<file path="src/rtl/core/vmm_pkg.sv">
// vmm_pkg: shared types and constants for the vector-matrix multiply block.
// Depends on nothing; imported by vector_matrix_multiply.
`timescale 1ns / 1ps
`default_nettype none

package vmm_pkg;

    // Fixed field widths
    localparam int VAL_W  = 16;   // Q8.8 element
    localparam int PROD_W = 32;   // Q16.16 product
    localparam int SUM_W  = 38;   // Q22.16 column sum
    localparam int IDX_W  = 6;    // vector index and column index ports
    localparam int CFG_W  = 7;    // register data width

    // Operation codes
    localparam logic OP_LOAD   = 1'b0;
    localparam logic OP_MATRIX = 1'b1;

    // Register indexes
    localparam logic REG_VECTOR_LENGTH = 1'b0;
    localparam logic REG_COLUMN_COUNT  = 1'b1;

    // Sequencer states
    typedef enum logic [2:0] {
        S_IDLE,
        S_MUL,
        S_ACC,
        S_DRAIN,
        S_FLUSH
    } t_state;

endpackage

`default_nettype wire

</file>
<file path="src/rtl/core/vector_matrix_multiply.sv">
// vector_matrix_multiply: row vector times matrix, signed Q8.8 in, Q22.16 sums out.
// Depends on vmm_pkg.
`timescale 1ns / 1ps
`default_nettype none

// Load vector elements first (operation 0), then stream the matrix row by row
// (operation 1). A matrix element passes in order through the single shared
// multiply-accumulate path: vector store and accumulator read, 16x16 multiply, add
// and write back, with o_busy high until the write back. The element that closes the
// matrix then keeps the block busy while the sums are read out of the accumulator
// memory, one column per cycle. Each sum is shown on o_column_index, o_sum and
// o_last for exactly one cycle with o_strobe high; the receiver cannot stall, so it
// must take every strobed result. Accumulators clear through per-column valid bits
// at the end of readout, so no clearing pass follows reset.
module vector_matrix_multiply #(
    parameter int MAX_ROWS    = 64,
    parameter int MAX_COLUMNS = 64
) (
    input  wire logic                           i_clk,
    input  wire logic                           i_rst_n,
    // command channel
    input  wire logic                           i_start,
    output      logic                           o_busy,
    input  wire logic                           i_operation,
    input  wire logic [vmm_pkg::IDX_W-1:0]      i_vector_index,
    input  wire logic signed [vmm_pkg::VAL_W-1:0] i_value,
    // result channel
    output      logic                           o_strobe,
    output      logic [vmm_pkg::IDX_W-1:0]      o_column_index,
    output      logic signed [vmm_pkg::SUM_W-1:0] o_sum,
    output      logic                           o_last,
    // configuration channel
    input  wire logic                           i_cfg_valid,
    output      logic                           o_cfg_ready,
    input  wire logic                           i_cfg_index,
    input  wire logic [vmm_pkg::CFG_W-1:0]      i_cfg_data
);
    import vmm_pkg::*;

    localparam int ROW_W  = (MAX_ROWS > 1) ? $clog2(MAX_ROWS) : 1;
    localparam int COL_W  = (MAX_COLUMNS > 1) ? $clog2(MAX_COLUMNS) : 1;
    localparam int CMP_W  = (ROW_W + 1 > CFG_W) ? ROW_W + 1 : CFG_W;

    // Storage
    logic signed [VAL_W-1:0] vec_mem [MAX_ROWS];
    logic signed [SUM_W-1:0] sum_mem [MAX_COLUMNS];
    logic [MAX_COLUMNS-1:0]  r_sum_vld;

    // Control and datapath registers
    t_state                  r_state, n_state;
    logic [ROW_W-1:0]        r_row, n_row;
    logic [COL_W-1:0]        r_col, n_col;
    logic [COL_W-1:0]        r_drain, n_drain;
    logic [CFG_W-1:0]        r_vec_len, r_col_cnt;
    logic signed [VAL_W-1:0] r_value;
    logic signed [VAL_W-1:0] r_vec_q;
    logic signed [SUM_W-1:0] r_sum_q;
    logic                    r_rd_vld;
    logic signed [PROD_W-1:0] r_prod;
    logic                    r_strobe;
    logic [COL_W-1:0]        r_out_col;
    logic                    r_out_last;

    logic                    accept;
    logic                    cfg_xfer;
    logic [CMP_W-1:0]        rows_eff;
    logic [CFG_W-1:0]        cols_eff;
    logic [CMP_W-1:0]        row_inc;
    logic [CFG_W-1:0]        col_inc;
    logic [CFG_W-1:0]        drain_inc;
    logic [CMP_W-1:0]        ld_idx;
    logic                    ld_ok;
    logic [COL_W-1:0]        sum_rd_addr;
    logic signed [SUM_W-1:0] acc_in;
    logic signed [SUM_W-1:0] acc_out;
    logic                    do_issue;
    logic                    do_write;
    logic                    do_clear;

    assign accept   = i_start && !o_busy;
    assign cfg_xfer = i_cfg_valid && o_cfg_ready;

    // Clamp register values to the legal bounds
    always_comb begin
        if (r_vec_len == '0) begin
            rows_eff = CMP_W'(1);
        end else if (CMP_W'(r_vec_len) > CMP_W'(MAX_ROWS)) begin
            rows_eff = CMP_W'(MAX_ROWS);
        end else begin
            rows_eff = CMP_W'(r_vec_len);
        end
        if (r_col_cnt == '0) begin
            cols_eff = CFG_W'(1);
        end else if (r_col_cnt > CFG_W'(MAX_COLUMNS)) begin
            cols_eff = CFG_W'(MAX_COLUMNS);
        end else begin
            cols_eff = r_col_cnt;
        end
    end

    assign row_inc   = CMP_W'(r_row) + CMP_W'(1);
    assign col_inc   = CFG_W'(r_col) + CFG_W'(1);
    assign drain_inc = CFG_W'(r_drain) + CFG_W'(1);
    assign ld_idx    = CMP_W'(i_vector_index);
    assign ld_ok     = ld_idx < CMP_W'(MAX_ROWS);

    // Shared accumulate: invalid entries read as zero
    assign acc_in  = r_rd_vld ? r_sum_q : '0;
    assign acc_out = acc_in + SUM_W'(r_prod);

    // Sequencer next state and counters
    always_comb begin
        n_state  = r_state;
        n_row    = r_row;
        n_col    = r_col;
        n_drain  = r_drain;
        do_issue = 1'b0;
        do_write = 1'b0;
        do_clear = 1'b0;
        unique case (r_state)
            S_IDLE: begin
                if (accept && i_operation == OP_MATRIX) begin
                    n_state = S_MUL;
                end
            end
            S_MUL: begin
                n_state = S_ACC;
            end
            S_ACC: begin
                do_write = 1'b1;
                if (col_inc < cols_eff) begin
                    n_col   = COL_W'(col_inc);
                    n_state = S_IDLE;
                end else begin
                    n_col = '0;
                    if (row_inc < rows_eff) begin
                        n_row   = ROW_W'(row_inc);
                        n_state = S_IDLE;
                    end else begin
                        n_row   = '0;
                        n_drain = '0;
                        n_state = S_DRAIN;
                    end
                end
            end
            S_DRAIN: begin
                do_issue = 1'b1;
                n_drain  = COL_W'(drain_inc);
                if (drain_inc == cols_eff) begin
                    n_state = S_FLUSH;
                end
            end
            S_FLUSH: begin
                do_clear = 1'b1;
                n_state  = S_IDLE;
            end
            default: begin
                n_state = S_IDLE;
            end
        endcase
    end

    assign sum_rd_addr = (r_state == S_DRAIN) ? r_drain : r_col;

    // State and control registers
    always_ff @(posedge i_clk) begin
        if (!i_rst_n) begin
            r_state   <= S_IDLE;
            r_row     <= '0;
            r_col     <= '0;
            r_drain   <= '0;
            r_strobe  <= 1'b0;
            r_sum_vld <= '0;
            r_vec_len <= CFG_W'(1);
            r_col_cnt <= CFG_W'(1);
        end else begin
            r_state  <= n_state;
            r_row    <= n_row;
            r_col    <= n_col;
            r_drain  <= n_drain;
            r_strobe <= do_issue;
            if (do_clear) begin
                r_sum_vld <= '0;
            end else if (do_write) begin
                r_sum_vld[r_col] <= 1'b1;
            end
            if (cfg_xfer) begin
                unique case (i_cfg_index)
                    REG_VECTOR_LENGTH: r_vec_len <= i_cfg_data;
                    REG_COLUMN_COUNT:  r_col_cnt <= i_cfg_data;
                    default:           r_vec_len <= r_vec_len;
                endcase
            end
        end
    end

    // Vector store: write on load, registered read at the current row
    always_ff @(posedge i_clk) begin
        if (accept && i_operation == OP_LOAD && ld_ok) begin
            vec_mem[ld_idx[ROW_W-1:0]] <= i_value;
        end
        r_vec_q <= vec_mem[r_row];
    end

    // Accumulator memory: write back on accumulate, registered read
    always_ff @(posedge i_clk) begin
        if (do_write) begin
            sum_mem[r_col] <= acc_out;
        end
        r_sum_q  <= sum_mem[sum_rd_addr];
        r_rd_vld <= r_sum_vld[sum_rd_addr];
    end

    // Datapath registers: capture operand, multiply, tag readout
    always_ff @(posedge i_clk) begin
        if (accept) begin
            r_value <= i_value;
        end
        r_prod     <= r_vec_q * r_value;
        r_out_col  <= r_drain;
        r_out_last <= (drain_inc == cols_eff);
    end

    // Outputs
    assign o_busy         = (r_state != S_IDLE);
    assign o_cfg_ready    = (r_state == S_IDLE);
    assign o_strobe       = r_strobe;
    assign o_column_index = IDX_W'(r_out_col);
    assign o_sum          = r_rd_vld ? r_sum_q : '0;
    assign o_last         = r_out_last;

    // A result transfer always follows a readout issue
    a_strobe_from_drain: assert property (@(posedge i_clk) disable iff (!i_rst_n)
        r_strobe |-> $past(r_state == S_DRAIN))
        else $error("result strobe without readout issue");

    // The final column ends the readout
    a_last_ends_drain: assert property (@(posedge i_clk) disable iff (!i_rst_n)
        (r_strobe && r_out_last) |=> (r_state == S_IDLE))
        else $error("readout continues after final column");

    // Accumulators are all clear once readout finishes
    a_clear_after_flush: assert property (@(posedge i_clk) disable iff (!i_rst_n)
        (r_state == S_FLUSH) |=> (r_sum_vld == '0))
        else $error("accumulators not cleared after readout");

    // Results only appear while busy
    a_strobe_busy: assert property (@(posedge i_clk) disable iff (!i_rst_n)
        o_strobe |-> o_busy)
        else $error("result strobe while idle");

    // Multiply only follows an accepted matrix element
    a_mul_from_idle: assert property (@(posedge i_clk) disable iff (!i_rst_n)
        (r_state == S_MUL) |-> $past(r_state == S_IDLE))
        else $error("multiply step without accepted element");

endmodule

`default_nettype wire
</file>
<file path="config.mk">
export PLATFORM = sky130hd
export DESIGN_NAME = vector_matrix_multiply
export DESIGN_NICKNAME = d
export VERILOG_FILES = /design/src/rtl/core/vmm_pkg.sv /design/src/rtl/core/vector_matrix_multiply.sv
export SDC_FILE = /design/constraint.sdc
export NUM_CORES = 2
export LEC_CHECK = 0
export BUFFER_PORTS_ARGS = -buffer_cell sky130_fd_sc_hd__buf_2
export CAP_MARGIN = 30
export CORE_UTILIZATION = 25
export CTS_CLUSTER_DIAMETER = 30
export DETAILED_ROUTE_END_ITERATION = 8
export GPL_TIMING_DRIVEN = 0
export RECOVER_POWER = 100
export SETUP_SLACK_MARGIN = 0.15
export SYNTH_ARGS = -nofsm -noshare
export SYNTH_HDL_FRONTEND = slang
export SYNTH_SLANG_ARGS = --single-unit
</file>
<file path="constraint.sdc">
create_clock -name i_clk -period 12.4 [get_ports i_clk]
set_input_delay 1.24 -clock i_clk [delete_from_list [all_inputs] [get_ports i_clk]]
set_output_delay 1.24 -clock i_clk [all_outputs]
set_load 0.01 [all_outputs]
</file>
==> results.md <==
* Slew @ Worst Pin at 3.795 ns
* Post-DRT Antenna Nets at 0
* Clock insertion delay at the later pin of the skew report at 1.09 ns
* DR pass1 iterations at 6
* GRT Residual Overflow at 0
* Worst Path Buf+Inv at 4
* Post-Syn Instances at 7,405
* Power Dens Cells at 219.4 nW/um2
* Crit. End Element: register
* Synth cell types at 68
* CP Launch Type: register
* Hold-fix buffer count after cts at 0
* Synth async-reset ratio at 0
* Num CTS Buffers at 660
* Die Wd at 781.6 um
* Routed len/inst at 24.18 um
* Initial DRC Count at 8,545
* Drt drc at 0
* Status: finished, violations left
* Setup tns final at 0 ns
* Total number of vias at 77,622
* Port Buffers at 79
* Hold Path Class: register to register
* Slowest cell on crit path: clkbuf_1
* Maximum buffer depth of the clock tree at 4
* Kind of critical path: register to register
* Htree depth at 6
* Worst path cell trace: clkbuf_1 -> clkbuf_1 -> and2_0 -> ha_1 -> o211ai_1 -> o21ai_0 -> clkbuf_1 -> o311ai_0 -> a211oi_1 -> nor4_1 -> o221ai_1 -> a21oi_1 -> xor2_1 -> clkbuf_1
* Rel. slew slack at -1.530
* Seq/Total Area, Yosys at 0.7118
* Synth area leader: edfxtp_1
* Fin area at 187,100 um2
* Gp weighted congestion at 0.8076
* Die ar. at 610,800 um2
* Num rows at 285
* Max-cap viol count at 193
* Final core occ at 0.3099
* Mapped Area at 151,900 um2
* Share of cells above drive strength 1 at 0.2619
* Post-CTS Resized at 0
* Largest net degree at the start of global routing at 66
* Synth Area per Inst at 20.52 um2
* Largest fanout on the critical path at 44
* Area after DPL at 167,600 um2
* Final setup skew at 0.1658 ns
* Worst endpoint required time at 12.90 ns
* Hold path depth at 0
* Seq cells post-synth at 3,666
* Final hold violations at 0
* Area Growth Syn to Fin at 23.13%
* Slowest Stage Delay on Critical Path at 1.39 ns
* Count leader, synth: edfxtp_1
* Critical Path Stages at 14
* Leak at 65.32 nW
* Die H at 781.6 um
* Final worst-path cycle share at 0.7687
* Crit path max-delay family: buffers and inverters
* Synth top cells by count: edfxtp_1, mux4_2, mux2i_1
* Vias/cell at 4.561
* First-pass GRT wire length at 586,000 um
* Synth top area cells: edfxtp_1, mux4_2, mux2i_1
* Clock slew at reported path FFs at 0.05 ns
* Post-synth EDFFs at 3,472
* Crit path arrival time at 10.04 ns
* Final worst path period need at 9.532 ns
* Postcts setup bufs at 0
* Cell at the root of the clock tree: clkbuf_16
* RSZ-0062 raised after global routing: no
* Initial cell density of the core at 0.2517
* Number of global-route vias before repair at 79,500
* R2r worst-path depth at 14
* Syn_nets at 7,837
* VDD IR max at 0.0004419 V
* Failing checks: max-capacitance violations, max-slew violations
* Final net count at 8,838
* Aggregate global-route resource usage at 0.1305
* Top-area cell type share of the netlist area at 0.6862
* Maximum clock rate at 104.9 MHz
* CTS sink cnt at 3,666
* Total Wirelength at 411,600 um
* CP dominant cell by count: clkbuf_1
* Top FF cell, synth: edfxtp_1
* Final setup violating endpoints at 0
* IO Pins at 83
* CTS tree: yes
* CORE AREA at 603,700 um2
* Initial antenna violation count at 32
* Post-DP HPWL at 285,900 um
* Yosys warnings at 0
* Slew Viols, Final at 4,755
[placed cells by master (no fill, tap or decap), types with 33 or more instances in the layout]
master	Yosys	final
xnor2_1	51	50
dfxtp_1	194	194
buf_1	35	33
mux4_2	960	960
clkinv_4	0	54
inv_6	0	67
ha_1	134	134
o21a_1	84	84
clkinv_2	0	86
clkbuf_16	0	666
edfxtp_1	3472	3472
buf_2	149	191
a21oi_1	75	75
bufinv_16	0	97
fa_1	263	263
clkbuf_1	116	440
nand2_1	191	192
and2_0	0	41
and2_1	161	120
o21ai_0	36	38
mux2i_1	605	602
clkinvlp_4	0	78
buf_4	40	42
nor2b_1	33	33
inv_1	340	340
clkinv_1	0	68
a21o_1	35	35
nor2_1	189	189
[registers in the layout, summed over array words and instances (netlist names)]
name	flops
r_col	6
vec_mem	1024
r_sum_vld	64
o_strobe	1
r_vec_q	16
r_state	3
r_vec_len	7
r_rd_vld	1
r_row	6
sum_mem	2432
r_col_cnt	7
r_sum_q	38
r_value	16
r_drain	6
r_prod	32
o_column_index	6
o_last	1
[final timing paths]
| kind | endpoint | startpoint | slack (ns) |
|---|---|---|---|
| max reg2reg | sum_mem[61][37] | r_rd_vld | 2.87 |
| min | o_column_index[4] | r_drain[4] | 0.36 |
| max | sum_mem[61][37] | r_rd_vld | 2.87 |
| min reg2reg | o_column_index[4] | r_drain[4] | 0.36 |
[area by class of cell]
| type | instances | area [um2] |
|---|---|---|
| flip-flops and latches | 3666 | 108100 |
| clock inverters | 504 | 6436 |
| diodes | 9 | 22.52 |
| fillers | 57763 | 416600 |
| clock buffers | 727 | 16940 |
| repair buffers | 339 | 1679 |
| multi-input cells | 3052 | 40840 |
| well taps | 8036 | 10050 |
| plain buffers | 347 | 1679 |
| inverters | 340 | 1276 |
[power by group]
group	internal [mW]	leakage, nW	switching, mW	total (mW)
registers	15.0	32.8	0.112	15.1
clock network	12.0	11.2	6.59	18.6
logic	2.09	21.4	5.23	7.31
[cell families after synthesis]
kind of cell             count (synthesis)  share of synthesized area
multiplexers                          1566                     0.1822
flip-flops                            3666                     0.7118
XOR/XNOR                                80                   0.004612
AND/OR/NAND/NOR                        692                    0.02209
adder cells (fa/ha/maj)                397                    0.04569
buffers and inverters                  687                    0.01949
AO/OA/AOI/OAI                          317                    0.01408
[per-layer routing]
layer	wire (um)	share of wire	vias up	track usage
li1	-	-	32072	-
met1	176200	0.43	41598	0.1832
met2	186300	0.45	3334	0.2011
met3	36830	0.089	612	0.03170
met4	12190	0.030	6	0.03683
met5	38	0.000092	-	0
[per-stage QoR]
step | worst slack (ns) | std cells | hold slack [ns] | total power, mW
finish | 2.868 | 17020 | 0.3634 | 41.05
global route | 2.359 | 17014 | 0.3768 | 42.50
CTS | 4.861 | 16997 | 0.3697 | 41.56
detailed placement | 4.856 | 15766 | 0.3603 | 22.93
global placement | 1.756 | 15520 | 0.3548 | 22.61
floorplan | 6.528 | 7405 | 0.3290 | 19.43
No activity file was read; power rests on OpenSTA's default activity.
